==> config.mk <==
export PLATFORM = sky130hd
export DESIGN_NAME = utgw_back
export DESIGN_NICKNAME = d
export VERILOG_FILES = /design/src/rtl/utgw_pkg.sv /design/src/rtl/utgw_back.sv
export VERILOG_INCLUDE_DIRS = /design/src /design/src/rtl
export SDC_FILE = /design/constraint.sdc
export NUM_CORES = 2
export LEC_CHECK = 0
export CAP_MARGIN = 25
export CORE_AREA = 2 2 321 323
export CTS_BUF_LIST = sky130_fd_sc_hd__clkbuf_8
export CTS_CLUSTER_SIZE = 14
export DETAILED_ROUTE_END_ITERATION = 12
export DIE_AREA = 0 0 323 325
export DONT_BUFFER_PORTS = 1
export HOLD_SLACK_MARGIN = 0.06
export PLACE_DENSITY = 0.59
export RECOVER_POWER = 50
export SLEW_MARGIN = 15
export SYNTH_ARGS = -nofsm -noshare
export SYNTH_HDL_FRONTEND = slang
export SYNTH_SLANG_ARGS = --single-unit
==> constraint.sdc <==
create_clock -name i_clk -period 5.8 [get_ports i_clk]
set_input_delay 0.29 -clock i_clk [delete_from_list [all_inputs] [get_ports i_clk]]
set_output_delay 0.29 -clock i_clk [all_outputs]
set_load 0.01 [all_outputs]
==> src/rtl/ultrasonic_tcg_wall_gate_unit_macros.svh <==
// ----------------------------------------------------------------------------
// Assertion macros for the TCG / wall gate unit
// Checks compile in simulation only; synthesis sees empty macros.
// ----------------------------------------------------------------------------
`ifndef ULTRASONIC_TCG_WALL_GATE_UNIT_MACROS_SVH
`define ULTRASONIC_TCG_WALL_GATE_UNIT_MACROS_SVH

`ifndef SYNTHESIS
// check that is masked while reset is asserted
`define UTGW_ASSERT(lbl, clk, rst_n, prop) \
    lbl: assert property (@(posedge clk) disable iff (!rst_n) prop) \
        else $error("utgw: check failed");
// check that also runs through reset
`define UTGW_ASSERT_ALWAYS(lbl, clk, prop) \
    lbl: assert property (@(posedge clk) prop) \
        else $error("utgw: check failed");
`else
`define UTGW_ASSERT(lbl, clk, rst_n, prop)
`define UTGW_ASSERT_ALWAYS(lbl, clk, prop)
`endif

`endif

==> src/rtl/utgw_pkg.sv <==
// ----------------------------------------------------------------------------
// utgw_pkg
// Shared types and constants of the TCG / wall gate unit.
// ----------------------------------------------------------------------------
package utgw_pkg;

    localparam int AMP_BITS     = 16;
    localparam int SAMPLE_W     = 12;
    localparam int ELEM_W       = 8;
    localparam int GAIN_W       = 24;
    localparam int MAX_SAMPLES  = 4096;
    localparam int MAX_ELEMENTS = 256;
    localparam int CLIP_W       = 15;
    localparam int INV_W        = 31;
    localparam int THR_W        = 15;
    localparam int MODE_W       = 2;
    localparam int CFG_IDX_W    = 3;
    localparam int CFG_DATA_W   = 31;

    localparam int MID_DEPTH    = 4;
    localparam int MID_CNT_W    = $clog2(MID_DEPTH + 1);
    localparam int OUT_DEPTH    = 8;
    localparam int OUT_CNT_W    = $clog2(OUT_DEPTH + 1);

    localparam logic [GAIN_W-1:0] UNITY_GAIN = 24'd65536;

    // item commands
    localparam logic CMD_SAMPLE     = 1'b0;
    localparam logic CMD_GAIN_WRITE = 1'b1;

    // gate markers
    localparam logic [1:0] GATE_NONE  = 2'd0;
    localparam logic [1:0] GATE_FRONT = 2'd1;
    localparam logic [1:0] GATE_BACK  = 2'd2;

    // gate_mode bits
    localparam int MODE_RELATIVE = 0;
    localparam int MODE_SHOW_FW  = 1;

    // configuration register indexes
    typedef logic [CFG_IDX_W-1:0] t_cfg_idx;
    localparam t_cfg_idx CFG_CLIP_LIMIT   = 3'd0;
    localparam t_cfg_idx CFG_INV_FULL     = 3'd1;
    localparam t_cfg_idx CFG_FRONT_THR    = 3'd2;
    localparam t_cfg_idx CFG_BACK_THR     = 3'd3;
    localparam t_cfg_idx CFG_SKIP         = 3'd4;
    localparam t_cfg_idx CFG_MAX_DEPTH    = 3'd5;
    localparam t_cfg_idx CFG_GATE_MODE    = 3'd6;

    typedef struct packed {
        logic                       cmd;
        logic signed [AMP_BITS-1:0] amplitude;
        logic                       last_in_scan;
        logic                       last_in_frame;
        logic [SAMPLE_W-1:0]        table_index;
        logic [GAIN_W-1:0]          gain_value;
    } t_in_item;

    typedef struct packed {
        logic [ELEM_W-1:0]   element_index;
        logic [SAMPLE_W-1:0] sample_index;
        logic signed [15:0]  norm_amplitude;
        logic [1:0]          gate_kind;
        logic [SAMPLE_W-1:0] gated_depth;
    } t_out_item;

    typedef struct packed {
        logic [CLIP_W-1:0]   clip_limit;
        logic [INV_W-1:0]    inv_full_scale;
        logic [THR_W-1:0]    front_threshold;
        logic [THR_W-1:0]    back_threshold;
        logic [SAMPLE_W-1:0] skip_samples;
        logic [SAMPLE_W-1:0] max_depth_samples;
        logic [MODE_W-1:0]   gate_mode;
    } t_cfg;

    typedef struct packed {
        logic [ELEM_W-1:0]   element_index;
        logic [SAMPLE_W-1:0] sample_index;
        logic                scan_end;
    } t_meta;

    typedef struct packed {
        t_meta                      meta;
        logic signed [AMP_BITS-1:0] amplitude;
        logic [GAIN_W-1:0]          gain_value;
    } t_mid_item;

endpackage

==> src/rtl/utgw_back.sv <==
// ----------------------------------------------------------------------------
// utgw_back
// Gain, clip, normalize and saturate pipeline, followed by the front and
// back wall gate that keeps the per-scan gate state.
// ----------------------------------------------------------------------------
`include "ultrasonic_tcg_wall_gate_unit_macros.svh"

module utgw_back (
    input  logic                                i_clk,
    input  logic                                i_rst_n,
    input  utgw_pkg::t_cfg                      i_cfg,
    input  logic                                i_q_valid,
    input  utgw_pkg::t_mid_item                 i_q_item,
    output logic                                o_q_rd,
    input  logic [utgw_pkg::OUT_CNT_W-1:0]      i_out_count,
    output logic                                o_out_wr,
    output utgw_pkg::t_out_item                 o_out_item
);
    import utgw_pkg::*;

    localparam int P1_W = AMP_BITS + GAIN_W + 1;
    localparam int T_W  = P1_W - 16;
    localparam int P2_W = 16 + INV_W + 1;
    localparam int Q_W  = P2_W - 16;

    // stage 1: gain product
    logic                       r_s1_valid;
    t_meta                      r_s1_meta;
    logic signed [P1_W-1:0]     r_s1_prod;
    logic signed [AMP_BITS-1:0] r_s1_amp;
    logic                       r_s1_unity;
    // stage 2: truncate toward zero
    logic                       r_s2_valid;
    t_meta                      r_s2_meta;
    logic signed [T_W-1:0]      r_s2_t;
    logic signed [AMP_BITS-1:0] r_s2_amp;
    logic                       r_s2_unity;
    // stage 3: clipped amplitude (raw amplitude at unity gain)
    logic                       r_s3_valid;
    t_meta                      r_s3_meta;
    logic signed [15:0]         r_s3_amp;
    // stage 4: normalize product
    logic                       r_s4_valid;
    t_meta                      r_s4_meta;
    logic signed [P2_W-1:0]     r_s4_p2;
    // stage 5: saturated Q2.14
    logic                       r_s5_valid;
    t_meta                      r_s5_meta;
    logic signed [15:0]         r_s5_norm;
    // gate state
    logic                       r_front_found;
    logic                       r_back_found;
    logic [SAMPLE_W-1:0]        r_front_idx;

    logic signed [P1_W-1:0]     n_prod;
    logic signed [P1_W-1:0]     n_bias;
    logic signed [T_W-1:0]      n_lim;
    logic signed [T_W-1:0]      n_neg_lim;
    logic signed [15:0]         n_a3;
    logic signed [P2_W-1:0]     n_p2;
    logic signed [Q_W-1:0]      n_q;
    logic signed [15:0]         n_norm;
    logic [2:0]                 n_inflight;
    logic [OUT_CNT_W:0]         n_used;
    logic                       n_relative;
    logic                       n_front_hit;
    logic                       n_back_hit;
    logic [SAMPLE_W:0]          n_back_min;

    assign n_inflight = 3'(r_s1_valid) + 3'(r_s2_valid) + 3'(r_s3_valid)
                      + 3'(r_s4_valid) + 3'(r_s5_valid);
    assign n_used     = (OUT_CNT_W + 1)'(i_out_count) + (OUT_CNT_W + 1)'(n_inflight);
    assign o_q_rd     = i_q_valid && (n_used < (OUT_CNT_W + 1)'(OUT_DEPTH));

    assign n_prod = $signed(i_q_item.amplitude) * $signed({1'b0, i_q_item.gain_value});

    // bias negative products so the shift truncates toward zero
    assign n_bias    = r_s1_prod + (r_s1_prod[P1_W-1] ? P1_W'(65535) : P1_W'(0));
    assign n_lim     = $signed(T_W'(i_cfg.clip_limit));
    assign n_neg_lim = -n_lim;

    always_comb begin
        if (r_s2_unity) begin
            n_a3 = r_s2_amp;
        end else if (r_s2_t > n_lim) begin
            n_a3 = n_lim[15:0];
        end else if (r_s2_t < n_neg_lim) begin
            n_a3 = n_neg_lim[15:0];
        end else begin
            n_a3 = r_s2_t[15:0];
        end
    end

    assign n_p2 = r_s3_amp * $signed({1'b0, i_cfg.inv_full_scale});
    assign n_q  = r_s4_p2[P2_W-1:16];

    always_comb begin
        if (n_q > Q_W'(32767)) begin
            n_norm = 16'sh7FFF;
        end else if (n_q < -$signed(Q_W'(32768))) begin
            n_norm = 16'sh8000;
        end else begin
            n_norm = n_q[15:0];
        end
    end

    always_ff @(posedge i_clk) begin
        if (!i_rst_n) begin
            r_s1_valid <= 1'b0;
            r_s2_valid <= 1'b0;
            r_s3_valid <= 1'b0;
            r_s4_valid <= 1'b0;
            r_s5_valid <= 1'b0;
        end else begin
            r_s1_valid <= o_q_rd;
            r_s2_valid <= r_s1_valid;
            r_s3_valid <= r_s2_valid;
            r_s4_valid <= r_s3_valid;
            r_s5_valid <= r_s4_valid;
        end
    end

    always_ff @(posedge i_clk) begin
        r_s1_meta  <= i_q_item.meta;
        r_s1_prod  <= n_prod;
        r_s1_amp   <= i_q_item.amplitude;
        r_s1_unity <= (i_q_item.gain_value == UNITY_GAIN);
        r_s2_meta  <= r_s1_meta;
        r_s2_t     <= n_bias[P1_W-1:16];
        r_s2_amp   <= r_s1_amp;
        r_s2_unity <= r_s1_unity;
        r_s3_meta  <= r_s2_meta;
        r_s3_amp   <= n_a3;
        r_s4_meta  <= r_s3_meta;
        r_s4_p2    <= n_p2;
        r_s5_meta  <= r_s4_meta;
        r_s5_norm  <= n_norm;
    end

    // wall gate
    assign n_relative  = i_cfg.gate_mode[MODE_RELATIVE];
    assign n_back_min  = (SAMPLE_W + 1)'(i_cfg.skip_samples) + (SAMPLE_W + 1)'(r_front_idx);
    assign n_front_hit = !r_front_found &&
                         (r_s5_norm > $signed({2'b00, i_cfg.front_threshold}));
    assign n_back_hit  = r_front_found && !r_back_found &&
                         (r_s5_meta.sample_index < i_cfg.max_depth_samples) &&
                         ((SAMPLE_W + 1)'(r_s5_meta.sample_index) > n_back_min) &&
                         (r_s5_norm > $signed({2'b00, i_cfg.back_threshold}));

    always_comb begin
        o_out_item.element_index  = r_s5_meta.element_index;
        o_out_item.sample_index   = r_s5_meta.sample_index;
        o_out_item.norm_amplitude = r_s5_norm;
        o_out_item.gate_kind      = GATE_NONE;
        o_out_item.gated_depth    = '0;
        if (n_front_hit) begin
            if (i_cfg.gate_mode[MODE_SHOW_FW]) begin
                o_out_item.gate_kind   = GATE_FRONT;
                o_out_item.gated_depth = n_relative ? '0 : r_s5_meta.sample_index;
            end
        end else if (n_back_hit) begin
            o_out_item.gate_kind   = GATE_BACK;
            o_out_item.gated_depth = n_relative ?
                                     (r_s5_meta.sample_index - r_front_idx) :
                                     r_s5_meta.sample_index;
        end
    end

    assign o_out_wr = r_s5_valid;

    always_ff @(posedge i_clk) begin
        if (!i_rst_n) begin
            r_front_found <= 1'b0;
            r_back_found  <= 1'b0;
            r_front_idx   <= '0;
        end else if (r_s5_valid) begin
            if (r_s5_meta.scan_end) begin
                r_front_found <= 1'b0;
                r_back_found  <= 1'b0;
                r_front_idx   <= '0;
            end else if (n_front_hit) begin
                r_front_found <= 1'b1;
                r_front_idx   <= r_s5_meta.sample_index;
            end else if (n_back_hit) begin
                r_back_found  <= 1'b1;
            end
        end
    end

    `UTGW_ASSERT(a_back_after_front, i_clk, i_rst_n, r_back_found |-> r_front_found)
    `UTGW_ASSERT(a_credit, i_clk, i_rst_n, n_used <= (OUT_CNT_W + 1)'(OUT_DEPTH))
    `UTGW_ASSERT(a_back_gate_src, i_clk, i_rst_n, (o_out_wr && (o_out_item.gate_kind == GATE_BACK)) |-> (r_front_found && !r_back_found))
    `UTGW_ASSERT(a_scan_end_clears, i_clk, i_rst_n, (r_s5_valid && r_s5_meta.scan_end) |=> (!r_front_found && !r_back_found))

endmodule
==> Word level (Yosys, flattened, before mapping) <==
Cells that the tools add are included.
{ "totals": {"register_bits": 304, "latchBits": 0, "mem_bits_ro": 0, "memories": 0, "ramBits": 0, "inputBits": 170} }
{ "classes": {"eq_ne": 2, "n_lt_le_gt_ge": 9, "n_bitwise": 0, "n_addsub": 9, "muxes": 17, "shift": 0, "n_reduce_logical": 12, "n_div": 0, "n_mul": 2} }
{ "ops": {"columns": ["op", "n"], "rows": [
  ["16-bit two-way mux", 5],
  ["16-bit by 32-bit multiplier with 48-bit output", 1],
  ["12-bit two-way mux", 4],
  ["41-bit by 17-bit adder with 41-bit output", 1],
  ["16-bit by 25-bit multiplier with 41-bit output", 1],
  ["16-bit > comparator", 2],
  ["32-bit by 16-bit > comparator with 1-bit output, second input constant", 1],
  ["32-bit by 16-bit < comparator with 1-bit output, second input constant", 1],
  ["14-bit two-way mux", 2],
  ["25-bit by 16-bit > comparator with 1-bit output", 1],
  ["25-bit < comparator", 1],
  ["15-bit negation with 25-bit output", 1],
  ["24-bit by 17-bit equality test with 1-bit output, second input constant", 1],
  ["12-bit by 12-bit adder with 13-bit output", 1],
  ["12-bit by 13-bit > comparator with 1-bit output", 1],
  ["13-bit two-way mux", 1],
  ["12-bit < comparator", 1],
  ["12-bit subtractor", 1],
  ["3-bit by 1-bit adder with 3-bit output", 2],
  ["1-bit logical AND", 6],
  ["4-bit by 3-bit adder with 5-bit output", 1],
  ["5-bit by 4-bit < comparator with 1-bit output, second input constant", 1],
  ["1-bit two-way mux", 5],
  ["2-bit nonzero test", 2],
  ["6 further kinds", 7]
]} }

==> Longest topological paths before layout <==
{ "logic_depth": {"word_depth": 8, "mapped_depth": 25, "ltp_nobuf": 23} }

==> Worst setup path before layout <==
OpenSTA, ideal clock, no wires.
{ "synth_path": {"kind": "flip-flop to flip-flop", "from": "reg r_s3_amp[15]", "to": "reg r_s4_p2[38]", "setup_ns": 0.095, "synth_period_minus_slack_ns": 6.121, "setup_slack_ns": -0.321, "t_required_ns": 5.705, "n_path_buf": 2, "arrival_time_ns": 6.026, "path_stages_with_launch": 22, "path_cell_list": "dfxtp_1 -> inv_1 -> buf_1 -> nor2_1 -> fa_1 -> fa_1 -> fa_1 -> fa_1 -> fa_1 -> inv_1 -> fa_1 -> inv_1 -> ha_1 -> buf_1 -> o2111a_1 -> a221o_1 -> a22oi_4 -> a21oi_1 -> or3b_4 -> o21ai_2 -> nand2_1 -> o311ai_1"} }
{ "synth_via": {"elab_chain_cells": 1} }
{ "synth_lines": {"columns": ["item", "line_no", "rtl"], "rows": [
  ["from (decl)", "utgw_back.sv:41", "logic signed [15:0] r_s3_amp;"],
  ["from (signal assigned)", "utgw_back.sv:133", "r_s3_amp <= n_a3;"],
  ["16-bit by 32-bit multiplier with 48-bit output", "utgw_back.sv:94", "assign n_p2 = r_s3_amp * $signed({1'b0, i_cfg.inv_full_scale});"],
  ["named net n_p2[38]", "utgw_back.sv:60", "logic signed [P2_W-1:0] n_p2;"],
  ["to (signal assigned)", "utgw_back.sv:135", "r_s4_p2 <= n_p2;"],
  ["to (decl)", "utgw_back.sv:45", "logic signed [P2_W-1:0] r_s4_p2;"]
]} }
The timed path passes the listed nets, and every way through them passes these cells.
A chain may end at the register's enable or synchronous reset.

==> Final worst setup path <==
{ "layout_path": {"from": "reg r_s3_amp[5]", "to": "reg r_s4_p2[31]"} }
Same word-level chain as after synthesis.

==> run summary <==
final core utilization -> 45.8%
vias in the first global route -> 31504
distinct cell type count after synthesis -> 89
Worst Hold End -> r_s3_amp[2]
startpoint class of the critical path -> flop
CP Data Required Time -> 6350 ps
Clock Tree Buf Depth -> 3
Hold Path Class -> in -> reg
Port Buffers -> 0
Final Hold Vio Count -> 0
cts bufs inserted -> 45
crit path time final -> 6230 ps
slowest stage delay, CP -> 550 ps
syn_area_per_cell -> 9.11 um^2
drt pass-1 iters -> 5
initial core utilization -> 39.8%
Worst Hold Launch -> i_cfg[89]
top post-synthesis cells by area -> fa_1 (35%), dfxtp_1 (14%), ha_1 (13%)
area share of the largest cell type after synthesis -> 35.4%
worst path bufs/invs -> 8
CTS tree -> done
Post-Route Skew -> 43.0 ps
synthesized-area fraction occupied by adder cells -> 48.5%
routed vias/inst -> 4.92
Max FO, Critical Path -> 7
clock transition at the registers of the reported paths -> 80 ps
layout cells sized above 1 -> 12.4%
Peak Freq -> 160 MHz
Overall Global Routing Usage -> 20.9%
post-detail-place hpwl -> 82800 um
Hold Path Stages -> 4
P&R area growth vs syn -> 15.1%
largest family of logic cells by synthesized area -> adder cells
WL per Instance -> 17.9 um
area fraction in compound gates after synthesis -> 7.58%
Seq/Total Area, Yosys -> 14.3%
clk_lat worst skew -> 640 ps
row cnt -> 117
DRC -> 0
CP arrival -> 6780 ps
CP cell instances -> buf_12 > buf_12 > and2_1 > fa_1 > inv_1 > fa_2 > fa_2 > fa_1 > inv_1 > fa_1 > inv_2 > fa_1 > inv_2 > ha_4 > a21o_1 > a311o_1 > a221o_1 > a22oi_4 > a21oi_2 > o211ai_2 > buf_4 > a31oi_4 > buf_6 > xor2_1
Post-Synth Simple-Gate Area -> 15.5%
placed inst area -> 0.0431 mm^2
Setup CP Type -> reg -> reg
clk sinks -> 288
number of synthesized flops with an enable pin -> 0
XOR/XNOR Fraction of Synth Area -> 2.54%
Remaining Overflow, GRT -> 0
post-synthesis async set-or-reset flop share -> 0%
initial antenna violation count -> 3
I/O pins -> 222
mapped cell area -> 0.0403 mm^2
RSZ-0062 raised after global routing -> true
final WL -> 107000 um
# H-tree levels -> 2
Die ar. -> 0.105 mm^2
R2R depth -> 24
Critical R2R Launch -> r_s3_amp[5]
GP Congestion -> 0.878
nets -> 5907
endpoints failing setup -> 26
DIE WIDTH -> 323 um
Root Driver -> clkbuf_8
post-synth top area cell -> fa_1
final period utilization -> 107%
max cap viols -> 0
Syn Inst Count -> 4422
total nets after synthesis -> 5726
DRT antenna net count -> 0
worst relative slew slack -> 47.4%
Starting DRT DRC Count -> 1816
R2R Setup Slk -> -430 ps
multiplexer share of the synthesized area -> 0.354%
Setup WS post-layout -> -434 ps
failing checks -> negative setup slack
CP max-delay cell -> fa_1
Chip Height -> 325 um
r2r endpoint -> r_s4_p2[31]
first-pass GRT wire length -> 173000 um
prevailing post-synth register cell -> dfxtp_1
final instance area -> 0.0464 mm^2
routed via count -> 29576
Most common cell on crit path -> fa_1
core area -> 0.101 mm^2
Synth warnings -> 0
final-report max-slew violation count -> 0
CP endpoint kind -> flop
critical path's top delay family -> adder cells
outcome -> finished with violations
Yosys reg bits -> 288
worst slew pin tran -> 788 ps
pin count of the biggest net entering global routing -> 26
Setup TNS -> -6500 ps
==> cells in the mapped netlist, drive strengths merged (4+ instances only) <==
master   number
o21bai        7
ha          421
nand4        31
nor4         15
a22o         22
xor2         35
a2111oi       5
nor3         25
a31o          7
nand2       540
a31oi        11
fa          713
nand2b       32
clkbuf      154
and2        381
nor2b        26
dfxtp       288
a21oi        93
o211ai       23
inv         992
and4          8
a221o         5
a21boi        6
nor3b         4
a311oi        5
a211o         5
a41oi         5
or3           6
o21ai        64
buf          27
mux2         10
o2111ai       5
and3         18
o21a         23
a211oi       21
xnor2        82
nor2        131
nand3        46
a21o         79
==> cells in the final DEF, fill, tap and decap left out, types with 61 or more instances in the layout <==
cell type,count
xnor2_1,78
nand2_1,530
dfxtp_1,276
buf_4,183
a21oi_1,75
a21o_1,78
nor2_1,119
ha_1,394
clkbuf_8,61
dlygate4sd3_1,62
fa_1,675
inv_1,969
and2_1,354
==> flip-flops by register name, indices dropped and copies added, names as in the netlist, 20 cells and up <==
name	count
r_s1_prod	41
r_s4_p2	32
r_s2_t	25
r_s1_meta	21
r_s2_meta	21
r_s3_meta	21
r_s4_meta	21
o_out_item	20
==> layout make-up <==
cell class                 count  area [um^2]
multi-input combinational   2960        30900
antenna                        2         5.00
tap                         1368         1710
sequential                   288         5810
fill                        9732        54900
timing repair buffer         315         3130
clock buffer                  61          840
inverter                     993         3730
clock inverter                22          201
==> per-layer routing <==
metal  vias to the layer above  GRT usage, %  routed length (um)
met4                         4          5.23                2850
li1                      13858             -                   -
met2                       769          36.1               51900
met1                     14791          27.3               46300
met3                       154          3.18                6380
met5                         -             0                  27
==> per-stage QoR <==
step                cells  hold WS, ps  setup slack [ps]
finish               6009          159              -434
global route         6008          138              -577
CTS                  5983         81.3              -345
detailed placement   5800          312              -492
global placement     5799          310              -420
floorplan            4422          310             -21.5
==> repair_timing <==
item                       4_1_cts  5_1_grt
pin swaps                       82       96
setup buffers                   33       25
hold buffers                    62        0
setup endpoints to repair       27       41
hold endpoints to repair        63        0
cloned                           5        5
resized for setup              100      151
==> logic make-up (layout without fill, tap and decap cells) <==
| kind of cell | count (synthesis) | in the layout |
|---|---|---|
| AND/OR/NAND/NOR | 1272 | 1272 |
| buffers and inverters | 1174 | 1391 |
| adder cells (fa/ha/maj) | 1134 | 1134 |
| AO/OA/AOI/OAI | 424 | 424 |
| flip-flops | 288 | 288 |
| XOR/XNOR | 117 | 117 |
| multiplexers | 13 | 13 |
| other | 0 | 2 |
==> how the worst max path moves through the flow <==
| stage | end | cells after the start | from |
|---|---|---|---|
| global placement | r_s4_p2[42] | 24 | r_s3_amp[6] |
| detailed placement | r_s4_p2[42] | 24 | r_s3_amp[6] |
| global route | r_s4_p2[31] | 23 | r_s3_amp[4] |
| floorplan | r_s4_p2[38] | 22 | r_s3_amp[4] |
| finish | r_s4_p2[31] | 24 | r_s3_amp[5] |
| CTS | r_s4_p2[38] | 22 | r_s3_amp[5] |
==> worst min-delay path, cell delays in order <==
cell and delay [ps]:
nand2b_1 50, mux2_2 130, o22ai_1 60, a21oi_1 190
Power is not shown: default switching activity piles up to over one toggle a cycle in this logic, so the estimate is an artifact.
