===== src/rtl/ultrasonic_tcg_wall_gate_unit_macros.svh =====
// ----------------------------------------------------------------------------
// Assertion macros for the TCG / wall gate unit
// Checks compile in simulation only; synthesis sees empty macros.
// ----------------------------------------------------------------------------
`ifndef ULTRASONIC_TCG_WALL_GATE_UNIT_MACROS_SVH
`define ULTRASONIC_TCG_WALL_GATE_UNIT_MACROS_SVH

`ifndef SYNTHESIS
// check that is masked while reset is asserted
`define UTGW_ASSERT(lbl, clk, rst_n, prop) \
    lbl: assert property (@(posedge clk) disable iff (!rst_n) prop) \
        else $error("utgw: check failed");
// check that also runs through reset
`define UTGW_ASSERT_ALWAYS(lbl, clk, prop) \
    lbl: assert property (@(posedge clk) prop) \
        else $error("utgw: check failed");
`else
`define UTGW_ASSERT(lbl, clk, rst_n, prop)
`define UTGW_ASSERT_ALWAYS(lbl, clk, prop)
`endif

`endif


===== src/rtl/utgw_fifo.sv =====
// ----------------------------------------------------------------------------
// utgw_fifo
// Small register FIFO with show-ahead read and an occupancy count.
// ----------------------------------------------------------------------------
`include "ultrasonic_tcg_wall_gate_unit_macros.svh"

module utgw_fifo #(
    parameter int WIDTH = 8,
    parameter int DEPTH = 4
) (
    input  logic                         i_clk,
    input  logic                         i_rst_n,
    input  logic                         i_wr,
    input  logic [WIDTH-1:0]             i_wdata,
    input  logic                         i_rd,
    output logic [WIDTH-1:0]             o_rdata,
    output logic                         o_empty,
    output logic [$clog2(DEPTH+1)-1:0]   o_count
);
    localparam int PTR_W = (DEPTH > 1) ? $clog2(DEPTH) : 1;
    localparam int CNT_W = $clog2(DEPTH + 1);

    logic [WIDTH-1:0] r_mem [DEPTH];
    logic [PTR_W-1:0] r_wr_ptr;
    logic [PTR_W-1:0] r_rd_ptr;
    logic [CNT_W-1:0] r_count;

    always_ff @(posedge i_clk) begin
        if (!i_rst_n) begin
            r_wr_ptr <= '0;
            r_rd_ptr <= '0;
            r_count  <= '0;
        end else begin
            if (i_wr) begin
                r_wr_ptr <= (r_wr_ptr == PTR_W'(DEPTH - 1)) ? '0 : r_wr_ptr + 1'b1;
            end
            if (i_rd) begin
                r_rd_ptr <= (r_rd_ptr == PTR_W'(DEPTH - 1)) ? '0 : r_rd_ptr + 1'b1;
            end
            if (i_wr && !i_rd) begin
                r_count <= r_count + 1'b1;
            end else if (!i_wr && i_rd) begin
                r_count <= r_count - 1'b1;
            end
        end
    end

    always_ff @(posedge i_clk) begin
        if (i_wr) begin
            r_mem[r_wr_ptr] <= i_wdata;
        end
    end

    assign o_rdata = r_mem[r_rd_ptr];
    assign o_empty = (r_count == '0);
    assign o_count = r_count;

    `UTGW_ASSERT(a_no_overflow, i_clk, i_rst_n, i_wr |-> (r_count < CNT_W'(DEPTH)))
    `UTGW_ASSERT(a_no_underflow, i_clk, i_rst_n, i_rd |-> !o_empty)
    `UTGW_ASSERT(a_count_holds, i_clk, i_rst_n, (!i_wr && !i_rd) |=> $stable(r_count))
    `UTGW_ASSERT_ALWAYS(a_reset_empty, i_clk, (!i_rst_n) |=> (r_count == '0))

endmodule


===== config.mk =====
export PLATFORM = sky130hd
export DESIGN_NAME = utgw_fifo
export DESIGN_NICKNAME = d
export VERILOG_FILES = /design/src/rtl/utgw_fifo.sv
export VERILOG_INCLUDE_DIRS = /design/src /design/src/rtl
export SDC_FILE = /design/constraint.sdc
export NUM_CORES = 1
export LEC_CHECK = 0
export BUFFER_PORTS_ARGS = -buffer_cell sky130_fd_sc_hd__buf_4
export CORE_MARGIN = 4
export CORE_UTILIZATION = 50
export DETAILED_ROUTE_END_ITERATION = 8
export PLACE_DENSITY = 0.72
export SKIP_LAST_GASP = 1
export SLEW_MARGIN = 10
export SYNTH_ARGS = -nofsm -noshare
export SYNTH_HDL_FRONTEND = slang
export SYNTH_SLANG_ARGS = --single-unit

===== constraint.sdc =====
create_clock -name i_clk -period 1.95 [get_ports i_clk]
set_input_delay 0.195 -clock i_clk [delete_from_list [all_inputs] [get_ports i_clk]]
set_output_delay 0.195 -clock i_clk [all_outputs]
set_load 0.03 [all_outputs]

======== After elaboration in Yosys (flattened, before gate mapping) ========
Memory sizes are Yosys's and may differ from the RTL's. A register that Yosys moved wholly into a read port is not among the register bits.
Cells that the tools add are included.
W data, S select, Z words.
cells by class
  $add $sub $neg .......................... 4
  equality and inequality tests ........... 2
  mux-type cells .......................... 8
  reduce and logical (&&, ||, !) cells .... 6
operators by type and width
  operator               count
  $mux W2                4
  $mux W3                2
  $add A2 B1 Y2 const B  2
  $eq A2 B2 Y1 const B   2
  $add A3 B1 Y3 const B  1
  $logic_not A3 Y1       1
  $sub A3 B1 Y3 const B  1
  $logic_and A1 B1 Y1    2
  $logic_not A1 Y1       2
  $mux W1                2
  $reduce_bool A2 Y1     1
word-level totals
  register bits after elaboration ......... 7
  memory bits (writable) .................. 32
  input bits .............................. 12
  output and inout bits ................... 12
  logic and storage cells ................. 24
  memories kept ........................... 1
memories
  memory  words  bits a word  rd ports  clocked after Yosys merged registers in  write ports  line             source
  r_mem   4      8            1         1                                        1            utgw_fifo.sv:23  logic [WIDTH-1:0] r_mem [DEPTH];

======== Longest topological paths before layout ========
Gate-level depths: netlist (run 1).
  word-level depth ........................ 4
  mapped depth ............................ 7

======== Least setup slack after synthesis (run 1) ========
OpenSTA, ideal clock, no wires.
  kind .................................... register -> register
  from .................................... register r_count[0] (netlist: o_count[0])
  to ...................................... register r_count[2] (netlist: o_count[2])
  setup time .............................. 0.070 ns
  arrival ................................. 1.457 ns
  path slack .............................. 0.423 ns
  cell stages (with the launch flop) ...... 5
  buffers on the path ..................... 0
  period minus slack after synthesis ...... 1.527 ns
  path through ............................ dfxtp_1 -> fa_1 -> xor2_1 -> or3_1 -> a21boi_1
on the way
  longest elaborated chain between the ends .. 3
  elaborated cells on any way between the ends .. 4
  classes of those cells .................. add/sub (2); mux (2)
ends and longest elaborated chain
  element                 line             source
  from (decl)             utgw_fifo.sv:26  logic [CNT_W-1:0] r_count;
  from (signal assigned)  utgw_fifo.sv:41  r_count <= r_count + 1'b1;
  from (signal assigned)  utgw_fifo.sv:43  r_count <= r_count - 1'b1;
  $sub A3 B1 Y3           utgw_fifo.sv:43
  $mux W3                 utgw_fifo.sv:42  end else if (!i_wr && i_rd) begin
  $mux W3 *               utgw_fifo.sv:40  if (i_wr && !i_rd) begin
Every way passes the cells marked *; elsewhere a longest branch is shown, timed or not. The select of a mux whose other input is x is not followed.
A chain may end at the register's enable or synchronous reset.

==> results of run 1 <==
flip-flops by register name (all words and copies together) (netlist names), named ones only:
name and flops:
r_wr_ptr 2, r_mem 32, r_rd_ptr 2, o_count 3
final timing paths:
path                           startpoint                 endpoint  slack [ns]  depth (start not counted)
setup reg to reg  o_count[0]$_SDFFE_PN0P_  o_count[2]$_SDFFE_PN0P_        0.46                          4
setup / recovery                 register               o_rdata[2]        0.19                          3
hold / removal                 i_wdata[0]    r_mem[1][0]$_DFFE_PP_        0.05                          1
hold reg to reg   o_count[2]$_SDFFE_PN0P_  o_count[2]$_SDFFE_PN0P_        0.54                          2
metal layers:
| metal | share of wire | vias to the layer above |
|---|---|---|
| li1 | - | 377 |
| met1 | 0.43 | 396 |
| met2 | 0.50 | 21 |
| met3 | 0.053 | 2 |
| met4 | 0.0084 | 0 |
| met5 | 0 | - |
cells by family after synthesis:
family | after synthesis
XOR/XNOR | 2
AO/OA/AOI/OAI | 3
multiplexers | 12
flip-flops | 41
AND/OR/NAND/NOR | 14
adder cells (fa/ha/maj) | 7
buffers and inverters | 6
power groups by stage:
stage,clock network [W],registers [W],logic (W)
detailed placement,0,0.00104,0.000309
CTS,0.000409,0.00103,0.000310
floorplan,0,0.00106,0.000181
global placement,0,0.00104,0.000303
finish,0.000399,0.00102,0.000305
global route,0.000460,0.00103,0.000332
layout make-up:
type | count | area [sq um] | area share
Tap cell | 44 | 55.05 | 0.02931
Clock buffer | 6 | 41.29 | 0.02199
Sequential cell | 41 | 1141 | 0.6076
Inverter | 4 | 15.01 | 0.007995
Multi-Input combinational cell | 38 | 435.4 | 0.2318
Timing Repair Buffer | 24 | 180.2 | 0.09594
Clock inverter | 2 | 10.01 | 0.005330
Yosys cell counts:
cell type                   n  area, sq um
sky130_fd_sc_hd__o21a_1     1        7.510
sky130_fd_sc_hd__edfxtp_1  32        960.9
sky130_fd_sc_hd__nor2_1     1        3.750
sky130_fd_sc_hd__dfxtp_1    9        180.2
sky130_fd_sc_hd__ha_1       6        75.07
sky130_fd_sc_hd__or3_1      1        6.260
sky130_fd_sc_hd__inv_1      4        15.01
sky130_fd_sc_hd__and2_1     5        31.28
sky130_fd_sc_hd__a21boi_1   1        7.510
sky130_fd_sc_hd__nor2b_1    5        31.28
sky130_fd_sc_hd__mux4_2     8        180.2
sky130_fd_sc_hd__xor2_1     1        8.760
sky130_fd_sc_hd__buf_6      1        11.26
sky130_fd_sc_hd__clkbuf_2   1        5.000
sky130_fd_sc_hd__mux2i_1    4        40.04
sky130_fd_sc_hd__fa_1       1        20.02
sky130_fd_sc_hd__xnor2_1    1        8.760
sky130_fd_sc_hd__o21ai_0    1        5.000
sky130_fd_sc_hd__nor3_1     2        10.01
per-stage QoR:
step	worst slack (ns)	power (W)
3_3_place_gp	0.3285	0.001346
3_5_place_dp	0.2647	0.001354
5_1_grt	0.07505	0.001823
4_1_cts	0.1480	0.001744
6_report	0.1872	0.001728
2_1_floorplan	0.4227	0.001238
critical path, stage by stage (launching register included):
cell	delay (ns)
sky130_fd_sc_hd__dfxtp_1	0.33
sky130_fd_sc_hd__buf_4	0.20
sky130_fd_sc_hd__mux4_2	0.53
sky130_fd_sc_hd__buf_4	0.18
==> flow_results.xml, run 1 <==
<?xml version="1.0" encoding="UTF-8"?>
<metrics>
  <group name="clock_network">
    <metric name="buffers_inserted_by_post_cts_timing_repair" unit="">0</metric>
    <metric name="worstSkewPairLatency" unit="ns">0.34</metric>
    <metric name="clockBufferDepth" unit="">2</metric>
    <metric name="cts.hold.buffers_added" unit="">0</metric>
    <metric name="cts_made_buffers" unit="">5</metric>
    <metric name="cts_tree" unit="">done</metric>
    <metric name="quantity_of_gates_resized_following_cts" unit="">0</metric>
    <metric name="cts_root_buffer" unit="">sky130_fd_sc_hd__clkbuf_4</metric>
    <metric name="cts.clk_slew.worst_paths" unit="ns">0.12</metric>
    <metric name="cts_h_tree_depth" unit="">2</metric>
    <metric name="numClockSinks" unit="">41</metric>
  </group>
  <group name="synthesis">
    <metric name="yosys_warnings" unit="">0</metric>
    <metric name="yosys.area_share.simple" unit="">0.05136</metric>
    <metric name="yosys_register_bits" unit="">41</metric>
    <metric name="syn-cell-area" unit="sq mm">0.001608</metric>
    <metric name="post_synth_adder_cell_area" unit="">0.05914</metric>
    <metric name="synth-compound-area-share" unit="">0.01245</metric>
    <metric name="average_instance_area_after_synthesis" unit="sq um">18.92</metric>
    <metric name="synth_top_family_by_area" unit="">multiplexers</metric>
    <metric name="post_synth_net_total" unit="">104</metric>
    <metric name="synth_sequential_area_ratio" unit="">0.7097</metric>
    <metric name="mux_share_of_post_synthesis_cell_area" unit="">0.1370</metric>
    <metric name="syn-instance-count" unit="">85</metric>
    <metric name="post_synth_num_cell_types" unit="">19</metric>
    <metric name="synth-xor-area-share" unit="">0.01089</metric>
  </group>
  <group name="layout">
    <metric name="nets" unit="">133</metric>
    <metric name="layout.cell_area.non_filler" unit="sq mm">0.001878</metric>
    <metric name="number_of_fill_cells" unit="">235</metric>
    <metric name="most_common_library_cell_in_the_layout_ignoring_fill_and_taps" unit="">sky130_fd_sc_hd__edfxtp_1</metric>
    <metric name="flow.area_growth_from_synthesis" unit="%">16.81</metric>
    <metric name="instances_no_fill" unit="">159</metric>
    <metric name="final_cell_mix" unit="">sky130_fd_sc_hd__edfxtp_1, sky130_fd_sc_hd__buf_4, sky130_fd_sc_hd__dfxtp_1</metric>
    <metric name="insertedDiodeCount" unit="">0</metric>
    <metric name="post-route-util" unit="">0.6152</metric>
    <metric name="fraction_of_layout_cells_with_a_size_suffix_above_1" unit="">0.3391</metric>
  </group>
  <group name="floorplanning">
    <metric name="floorplan.initialDensity" unit="">0.5266</metric>
    <metric name="num_io_pins" unit="">24</metric>
    <metric name="area_of_the_core" unit="sq mm">0.003053</metric>
    <metric name="die_y" unit="microns">64.71</metric>
    <metric name="placementRows" unit="">20</metric>
    <metric name="die_footprint" unit="sq mm">0.004187</metric>
    <metric name="die_w" unit="microns">64.71</metric>
  </group>
  <group name="job">
    <metric name="maximum_capacitance_violations" unit="">0</metric>
  </group>
  <group name="route">
    <metric name="drt.antenna.violating_nets" unit="">0</metric>
    <metric name="avg_vias_per_cell" unit="">5.006</metric>
    <metric name="drc" unit="">0</metric>
    <metric name="routed-via-count" unit="">796</metric>
    <metric name="avgRoutedWirePerCell" unit="microns">15.64</metric>
    <metric name="drt_iter0_drc" unit="">30</metric>
    <metric name="finalWirelength" unit="microns">2487</metric>
    <metric name="number_of_detailed_route_iterations_in_the_first_pass" unit="">4</metric>
  </group>
  <group name="grt">
    <metric name="top_usage_layer" unit="">met2</metric>
    <metric name="number_of_global_route_vias_before_repair" unit="">823</metric>
    <metric name="grt_overflow" unit="">0</metric>
    <metric name="antenna_found_initial" unit="">0</metric>
    <metric name="grt_use_met1" unit="">0.1631</metric>
    <metric name="pin_count_of_the_biggest_net_entering_global_routing" unit="">13</metric>
    <metric name="global_route.usage.met2" unit="">0.2184</metric>
    <metric name="grt_use_total" unit="">0.1408</metric>
    <metric name="grt_first_pass_wirelength" unit="microns">4077</metric>
    <metric name="grtUsageMet3" unit="">0.07106</metric>
  </group>
  <group name="power_and_ir_drop">
    <metric name="power.switching" unit="W">0.0004615</metric>
    <metric name="sw_frac_of_total" unit="">0.2671</metric>
    <metric name="power_per_cell_area" unit="mW/mm^2">920.1</metric>
    <metric name="cell_internal_pwr" unit="W">0.001267</metric>
    <metric name="p_seq_frac" unit="">0.593</metric>
    <metric name="ir_drop" unit="uV">468.3</metric>
    <metric name="comb_power_share" unit="">0.176</metric>
    <metric name="power.leakage" unit="nW">0.6952</metric>
    <metric name="power_frac_clock" unit="">0.231</metric>
  </group>
  <group name="critical_path">
    <metric name="crit_fanout" unit="">8</metric>
    <metric name="worstSetupEndpointType" unit="">output port</metric>
    <metric name="cp.required" unit="ns">1.75</metric>
    <metric name="setup.worst_path.class" unit="">register to output port</metric>
    <metric name="cp.arrival" unit="ns">1.57</metric>
    <metric name="cp-start-kind" unit="">register</metric>
  </group>
  <group name="placed_design">
    <metric name="port_buffers" unit="">23</metric>
    <metric name="dp_cells" unit="">151</metric>
    <metric name="detailed_place.area" unit="sq mm">0.001827</metric>
    <metric name="dp_hpwl" unit="microns">1753</metric>
    <metric name="gpl.final_weighted_congestion" unit="">0.6765</metric>
  </group>
  <group name="sta">
    <metric name="finalHoldViolCount" unit="">0</metric>
    <metric name="timing.max_slew.rel_slack" unit="">0.7155</metric>
    <metric name="transition_time_at_the_pin_with_the_least_slew_margin" unit="ns">0.4268</metric>
    <metric name="final_max_slew_viol_count" unit="">0</metric>
    <metric name="achievable-frequency" unit="GHz">0.5673</metric>
    <metric name="grt_setup_unrepaired" unit="">false</metric>
    <metric name="setup_failing_eps_final" unit="">0</metric>
    <metric name="post-route-min-period" unit="ns">1.763</metric>
    <metric name="finalClockSkew" unit="ns">0.008939</metric>
    <metric name="holdWs" unit="ns">0.04507</metric>
    <metric name="timing.final.crit_share" unit="">0.9040</metric>
    <metric name="setup_total_negative_slack" unit="ns">0</metric>
  </group>
  <group name="status">
    <metric name="status" unit="">finished, final reports clean</metric>
  </group>
  <group name="min_path">
    <metric name="hold_path_class" unit="">input pin to register</metric>
  </group>
</metrics>
Power figures use the tool's default switching activity.
==> inputs of run 2 (changes only) <==
--- a/config.mk
+++ b/config.mk
@@ -10,6 +10,7 @@
 export CORE_MARGIN = 4
 export CORE_UTILIZATION = 50
 export DETAILED_ROUTE_END_ITERATION = 8
+export MAX_ROUTING_LAYER = met4
 export PLACE_DENSITY = 0.72
 export SKIP_LAST_GASP = 1
 export SLEW_MARGIN = 10
==> flow_results.xml, run 2 (synthesis results as in run 1) <==
<?xml version="1.0" encoding="UTF-8"?>
<metrics>
  <group name="status">
    <metric name="status" unit="">finished, final reports clean</metric>
  </group>
  <group name="clock_network">
    <metric name="cts_root_buffer" unit="">sky130_fd_sc_hd__clkbuf_4</metric>
    <metric name="cts_made_buffers" unit="">5</metric>
    <metric name="cts.hold.buffers_added" unit="">0</metric>
    <metric name="worstSkewPairLatency" unit="ns">0.34</metric>
    <metric name="cts_h_tree_depth" unit="">2</metric>
    <metric name="quantity_of_gates_resized_following_cts" unit="">0</metric>
    <metric name="numClockSinks" unit="">41</metric>
    <metric name="clockBufferDepth" unit="">2</metric>
    <metric name="cts.clk_slew.worst_paths" unit="ns">0.12</metric>
    <metric name="buffers_inserted_by_post_cts_timing_repair" unit="">0</metric>
    <metric name="cts_tree" unit="">done</metric>
  </group>
  <group name="min_path">
    <metric name="hold_path_class" unit="">input pin to register</metric>
  </group>
  <group name="layout">
    <metric name="flow.area_growth_from_synthesis" unit="%">16.81</metric>
    <metric name="nets" unit="">133</metric>
    <metric name="number_of_fill_cells" unit="">235</metric>
    <metric name="largest_register" unit="">r_mem</metric>
    <metric name="insertedDiodeCount" unit="">0</metric>
    <metric name="most_common_library_cell_in_the_layout_ignoring_fill_and_taps" unit="">sky130_fd_sc_hd__edfxtp_1</metric>
    <metric name="post-route-util" unit="">0.6152</metric>
    <metric name="largest_reg_flops" unit="">32</metric>
    <metric name="fraction_of_layout_cells_with_a_size_suffix_above_1" unit="">0.3391</metric>
    <metric name="final_cell_mix" unit="">sky130_fd_sc_hd__edfxtp_1, sky130_fd_sc_hd__buf_4, sky130_fd_sc_hd__dfxtp_1</metric>
  </group>
  <group name="grt">
    <metric name="grtUsageMet3" unit="">0.05026</metric>
    <metric name="grt_first_pass_wirelength" unit="microns">4057</metric>
    <metric name="global_route.usage.met2" unit="">0.2197</metric>
    <metric name="number_of_global_route_vias_before_repair" unit="">816</metric>
    <metric name="grt_use_met1" unit="">0.1608</metric>
    <metric name="antenna_found_initial" unit="">0</metric>
    <metric name="top_usage_layer" unit="">met2</metric>
    <metric name="grt_overflow" unit="">0</metric>
    <metric name="pin_count_of_the_biggest_net_entering_global_routing" unit="">13</metric>
    <metric name="grt_use_total" unit="">0.1432</metric>
  </group>
  <group name="placed_design">
    <metric name="dp_hpwl" unit="microns">1753</metric>
    <metric name="port_buffers" unit="">23</metric>
    <metric name="gpl.final_weighted_congestion" unit="">0.6832</metric>
  </group>
  <group name="power_and_ir_drop">
    <metric name="comb_power_share" unit="">0.176</metric>
    <metric name="cell_internal_pwr" unit="W">0.001266</metric>
    <metric name="sw_frac_of_total" unit="">0.2669</metric>
    <metric name="ir_drop" unit="uV">468.5</metric>
    <metric name="p_seq_frac" unit="">0.593</metric>
    <metric name="power_frac_clock" unit="">0.231</metric>
    <metric name="power.switching" unit="W">0.0004611</metric>
    <metric name="power_per_cell_area" unit="mW/mm^2">919.9</metric>
    <metric name="power.leakage" unit="nW">0.6952</metric>
  </group>
  <group name="critical_path">
    <metric name="cp-start-kind" unit="">register</metric>
    <metric name="cp.required" unit="ns">1.75</metric>
    <metric name="cp.arrival" unit="ns">1.57</metric>
    <metric name="crit_buf_inv" unit="">2</metric>
    <metric name="crit_top_cell" unit="">sky130_fd_sc_hd__buf_4</metric>
    <metric name="crit_family" unit="">multiplexers</metric>
    <metric name="crit_fanout" unit="">8</metric>
    <metric name="cp_slowest_stage_delay" unit="ns">0.53</metric>
    <metric name="worstSetupEndpointType" unit="">output port</metric>
    <metric name="critical_path.slowest_cell" unit="">sky130_fd_sc_hd__mux4_2</metric>
    <metric name="cp_cell_sequence" unit="">buf_4 &gt; mux4_2 &gt; buf_4</metric>
    <metric name="setup.worst_path.class" unit="">register to output port</metric>
  </group>
  <group name="sta">
    <metric name="grt_setup_unrepaired" unit="">false</metric>
    <metric name="timing.final.crit_share" unit="">0.9069</metric>
    <metric name="transition_time_at_the_pin_with_the_least_slew_margin" unit="ns">0.4295</metric>
    <metric name="setup_total_negative_slack" unit="ns">0</metric>
    <metric name="setup_failing_eps_final" unit="">0</metric>
    <metric name="post-route-min-period" unit="ns">1.768</metric>
    <metric name="timing.max_slew.rel_slack" unit="">0.7137</metric>
    <metric name="finalClockSkew" unit="ns">0.007447</metric>
    <metric name="finalHoldViolCount" unit="">0</metric>
    <metric name="final_max_slew_viol_count" unit="">0</metric>
    <metric name="achievable-frequency" unit="GHz">0.5655</metric>
  </group>
  <group name="route">
    <metric name="number_of_detailed_route_iterations_in_the_first_pass" unit="">4</metric>
    <metric name="avgRoutedWirePerCell" unit="microns">15.62</metric>
    <metric name="avg_vias_per_cell" unit="">5.019</metric>
    <metric name="drt.antenna.violating_nets" unit="">0</metric>
    <metric name="drc" unit="">0</metric>
    <metric name="drt_iter0_drc" unit="">38</metric>
    <metric name="routed-via-count" unit="">798</metric>
    <metric name="finalWirelength" unit="microns">2483</metric>
  </group>
  <group name="floorplanning">
    <metric name="floorplan.initialDensity" unit="">0.5266</metric>
    <metric name="area_of_the_core" unit="sq mm">0.003053</metric>
    <metric name="placementRows" unit="">20</metric>
    <metric name="die_y" unit="microns">64.71</metric>
    <metric name="die_footprint" unit="sq mm">0.004187</metric>
    <metric name="die_w" unit="microns">64.71</metric>
    <metric name="num_io_pins" unit="">24</metric>
  </group>
  <group name="job">
    <metric name="maximum_capacitance_violations" unit="">0</metric>
  </group>
</metrics>
run 2: cell counts in the layout (fill, tap and decap cells not counted):
No cell type changed its count.
run 2: final timing paths:
kind / startpoint / endpoint / slack, ns / depth (start not counted)
max: register / o_rdata[1] / 0.18 / 3
min: i_wdata[3] / r_mem[0][3]$_DFFE_PP_ / 0.04 / 1
max reg2reg: o_count[0]$_SDFFE_PN0P_ / o_count[2]$_SDFFE_PN0P_ / 0.46 / 4
min reg2reg: o_count[2]$_SDFFE_PN0P_ / o_count[2]$_SDFFE_PN0P_ / 0.54 / 2
run 2: layout make-up:
type | instances | area (sq um) | share of cell area
Clock buffer | 6 | 41.29 | 0.02199
Sequential cell | 41 | 1141 | 0.6076
Inverter | 4 | 15.01 | 0.007995
Clock inverter | 2 | 10.01 | 0.005330
Multi-Input combinational cell | 38 | 435.4 | 0.2318
Tap cell | 44 | 55.05 | 0.02931
Timing Repair Buffer | 24 | 180.2 | 0.09594
run 2: layer usage:
layer / share of wire / wire [microns]
met1: 0.43 / 1074
met2: 0.49 / 1226
met3: 0.054 / 133
met4: 0.019 / 48
met5: 0 / 0
run 2: worst register-to-register path, stage by stage (launching register included):
cell and delay, ns:
sky130_fd_sc_hd__dfxtp_1 0.37, sky130_fd_sc_hd__fa_1 0.45, sky130_fd_sc_hd__xor2_1 0.16, sky130_fd_sc_hd__or3_1 0.31, sky130_fd_sc_hd__a21boi_1 0.15
run 2: power by group through the flow:
stage | registers (W) | logic [W] | clock network [W]
6_report | 0.00102 | 0.000305 | 0.000398
5_1_grt | 0.00103 | 0.000332 | 0.000453
4_1_cts | 0.00103 | 0.000310 | 0.000409
3_5_place_dp | 0.00104 | 0.000309 | 0
3_3_place_gp | 0.00104 | 0.000303 | 0
2_1_floorplan | 0.00106 | 0.000181 | 0
run 2: metrics by stage:
| step | cells | total power, W | setup slack [ns] | area (sq um) | hold WS (ns) |
|---|---|---|---|---|---|
| 2_1_floorplan | 85 | 0.001238 | 0.4227 | 1608 | 0.2939 |
| 3_3_place_gp | 151 | 0.001346 | 0.3285 | 1827 | 0.3951 |
| 3_5_place_dp | 151 | 0.001354 | 0.2647 | 1827 | 0.4024 |
| 4_1_cts | 159 | 0.001744 | 0.1480 | 1878 | 0.02817 |
| 5_1_grt | 159 | 0.001816 | 0.08410 | 1878 | 0.01842 |
| 6_report | 159 | 0.001728 | 0.1816 | 1878 | 0.04453 |
==> inputs of run 3 (changes only) <==
--- a/config.mk
+++ b/config.mk
@@ -8,10 +8,10 @@
 export LEC_CHECK = 0
 export BUFFER_PORTS_ARGS = -buffer_cell sky130_fd_sc_hd__buf_4
 export CORE_MARGIN = 4
-export CORE_UTILIZATION = 50
+export CORE_UTILIZATION = 40
 export DETAILED_ROUTE_END_ITERATION = 8
 export MAX_ROUTING_LAYER = met4
-export PLACE_DENSITY = 0.72
+export PLACE_DENSITY = 0.6
 export SKIP_LAST_GASP = 1
 export SLEW_MARGIN = 10
 export SYNTH_ARGS = -nofsm -noshare
==> flow_results.xml, run 3 (synthesis results as in run 1) <==
<?xml version="1.0" encoding="UTF-8"?>
<metrics>
  <group name="layout">
    <metric name="largest_register" unit="">r_mem</metric>
    <metric name="post-route-util" unit="">0.5096</metric>
    <metric name="final_cell_mix" unit="">sky130_fd_sc_hd__edfxtp_1, sky130_fd_sc_hd__buf_4, sky130_fd_sc_hd__dfxtp_1</metric>
    <metric name="number_of_fill_cells" unit="">323</metric>
    <metric name="fraction_of_layout_cells_with_a_size_suffix_above_1" unit="">0.3304</metric>
    <metric name="flow.area_growth_from_synthesis" unit="%">19.53</metric>
    <metric name="nets" unit="">133</metric>
    <metric name="most_common_library_cell_in_the_layout_ignoring_fill_and_taps" unit="">sky130_fd_sc_hd__edfxtp_1</metric>
    <metric name="largest_reg_flops" unit="">32</metric>
    <metric name="insertedDiodeCount" unit="">0</metric>
  </group>
  <group name="sta">
    <metric name="post-route-min-period" unit="ns">1.704</metric>
    <metric name="transition_time_at_the_pin_with_the_least_slew_margin" unit="ns">0.4203</metric>
    <metric name="setup_total_negative_slack" unit="ns">0</metric>
    <metric name="final_max_slew_viol_count" unit="">0</metric>
    <metric name="timing.max_slew.rel_slack" unit="">0.7198</metric>
    <metric name="achievable-frequency" unit="GHz">0.5869</metric>
    <metric name="timing.final.crit_share" unit="">0.8738</metric>
    <metric name="finalClockSkew" unit="ns">0.003656</metric>
    <metric name="grt_setup_unrepaired" unit="">false</metric>
    <metric name="finalHoldViolCount" unit="">0</metric>
    <metric name="setup_failing_eps_final" unit="">0</metric>
  </group>
  <group name="power_and_ir_drop">
    <metric name="cell_internal_pwr" unit="W">0.001418</metric>
    <metric name="ir_drop" unit="uV">654.1</metric>
    <metric name="p_seq_frac" unit="">0.547</metric>
    <metric name="comb_power_share" unit="">0.162</metric>
    <metric name="sw_frac_of_total" unit="">0.2421</metric>
    <metric name="power_per_cell_area" unit="mW/mm^2">973.5</metric>
    <metric name="power.leakage" unit="nW">0.7087</metric>
    <metric name="power_frac_clock" unit="">0.291</metric>
    <metric name="power.switching" unit="W">0.0004530</metric>
  </group>
  <group name="grt">
    <metric name="grt_first_pass_wirelength" unit="microns">3843</metric>
    <metric name="antenna_found_initial" unit="">0</metric>
    <metric name="grt_use_total" unit="">0.1044</metric>
    <metric name="grt_overflow" unit="">0</metric>
    <metric name="number_of_global_route_vias_before_repair" unit="">823</metric>
    <metric name="pin_count_of_the_biggest_net_entering_global_routing" unit="">13</metric>
  </group>
  <group name="clock_network">
    <metric name="cts_h_tree_depth" unit="">2</metric>
    <metric name="numClockSinks" unit="">41</metric>
    <metric name="buffers_inserted_by_post_cts_timing_repair" unit="">0</metric>
    <metric name="cts.clk_slew.worst_paths" unit="ns">0.07</metric>
    <metric name="cts_root_buffer" unit="">sky130_fd_sc_hd__clkbuf_8</metric>
    <metric name="clockBufferDepth" unit="">2</metric>
    <metric name="cts.hold.buffers_added" unit="">0</metric>
    <metric name="quantity_of_gates_resized_following_cts" unit="">0</metric>
    <metric name="worstSkewPairLatency" unit="ns">0.28</metric>
    <metric name="cts_tree" unit="">done</metric>
    <metric name="cts_made_buffers" unit="">5</metric>
  </group>
  <group name="floorplanning">
    <metric name="die_y" unit="microns">71.40</metric>
    <metric name="floorplan.initialDensity" unit="">0.4263</metric>
    <metric name="die_w" unit="microns">71.40</metric>
    <metric name="num_io_pins" unit="">24</metric>
    <metric name="area_of_the_core" unit="sq mm">0.003771</metric>
    <metric name="die_footprint" unit="sq mm">0.005098</metric>
    <metric name="placementRows" unit="">22</metric>
  </group>
  <group name="critical_path">
    <metric name="crit_fanout" unit="">8</metric>
    <metric name="cp_slowest_stage_delay" unit="ns">0.53</metric>
    <metric name="crit_family" unit="">multiplexers</metric>
    <metric name="critical_path.slowest_cell" unit="">sky130_fd_sc_hd__mux4_2</metric>
    <metric name="crit_top_cell" unit="">sky130_fd_sc_hd__buf_4</metric>
    <metric name="setup.worst_path.class" unit="">register to output port</metric>
    <metric name="worstSetupEndpointType" unit="">output port</metric>
    <metric name="cp_cell_sequence" unit="">buf_4 &gt; mux4_2 &gt; buf_4</metric>
    <metric name="cp.arrival" unit="ns">1.51</metric>
    <metric name="cp.required" unit="ns">1.75</metric>
    <metric name="crit_buf_inv" unit="">2</metric>
    <metric name="cp-start-kind" unit="">register</metric>
  </group>
  <group name="route">
    <metric name="wl_met2" unit="microns">1182</metric>
    <metric name="avgRoutedWirePerCell" unit="microns">14.17</metric>
    <metric name="detailroute.wirelength.met3" unit="microns">139</metric>
    <metric name="finalWirelength" unit="microns">2310</metric>
    <metric name="drt.antenna.violating_nets" unit="">0</metric>
    <metric name="uppermost_metal_layer_occupied_by_signal_nets" unit="">met4</metric>
    <metric name="drc" unit="">0</metric>
    <metric name="wirelength_met1" unit="microns">961</metric>
    <metric name="number_of_detailed_route_iterations_in_the_first_pass" unit="">4</metric>
    <metric name="drt_iter0_drc" unit="">56</metric>
    <metric name="routed-via-count" unit="">792</metric>
    <metric name="avg_vias_per_cell" unit="">4.859</metric>
  </group>
  <group name="min_path">
    <metric name="hold_path_class" unit="">input pin to register</metric>
  </group>
  <group name="placed_design">
    <metric name="gpl.final_weighted_congestion" unit="">0.6373</metric>
    <metric name="dp_hpwl" unit="microns">1650</metric>
    <metric name="port_buffers" unit="">23</metric>
  </group>
  <group name="status">
    <metric name="status" unit="">finished, final reports clean</metric>
  </group>
  <group name="job">
    <metric name="maximum_capacitance_violations" unit="">0</metric>
  </group>
</metrics>
## run 3: changes by cell type in the layout (fill, tap and decap cells not counted)
cell,before,now
sky130_fd_sc_hd__clkbuf_8,0,6
sky130_fd_sc_hd__clkbuf_4,5,0
sky130_fd_sc_hd__clkinv_2,2,0
sky130_fd_sc_hd__clkbuf_1,1,2
## run 3: path summary, 6_finish.rpt
kind / from / endpoint / slack [ns] / cells past startpoint
max: register / o_rdata[3] / 0.25 / 3
min: i_wdata[6] / r_mem[3][6]$_DFFE_PP_ / 0.11 / 1
max reg2reg: o_count[0]$_SDFFE_PN0P_ / o_count[2]$_SDFFE_PN0P_ / 0.48 / 4
min reg2reg: o_count[2]$_SDFFE_PN0P_ / o_count[2]$_SDFFE_PN0P_ / 0.53 / 2
## run 3: power by group through the flow
stage / logic [W] / registers (W) / clock network (W)
after CTS: 0.000309 / 0.00102 / 0.000568
final: 0.000303 / 0.00102 / 0.000544
after global placement: 0.000302 / 0.00104 / 0
after global routing: 0.000333 / 0.00103 / 0.000598
after floorplan: 0.000181 / 0.00106 / 0
after detailed placement: 0.000307 / 0.00104 / 0
## run 3: layer usage
layer	up-vias	global-route usage
met5	-	-
met4	0	0.03758
met3	4	0.04488
met2	23	0.1704
met1	388	0.1134
li1	377	-
## run 3: cell type report
| type | count | area, sq um | area share |
|---|---|---|---|
| multi-input combinational | 38 | 435.4 | 0.2266 |
| timing repair buffer | 24 | 180.2 | 0.09375 |
| tap | 48 | 60.06 | 0.03125 |
| sequential | 41 | 1141 | 0.5937 |
| clock buffer | 8 | 90.09 | 0.04688 |
| inverter | 4 | 15.01 | 0.007813 |
## run 3: metrics by stage
step	setup WS (ns)	hold WS, ns	instance area (sq um)	total power, W	cells
2_1_floorplan	0.4227	0.2939	1608	0.001238	85
3_3_place_gp	0.3293	0.3957	1832	0.001344	155
6_report	0.2460	0.1092	1922	0.001871	163
4_1_cts	0.2222	0.09712	1922	0.001902	163
3_5_place_dp	0.2301	0.3997	1832	0.001352	155
5_1_grt	0.1565	0.09732	1922	0.001963	163
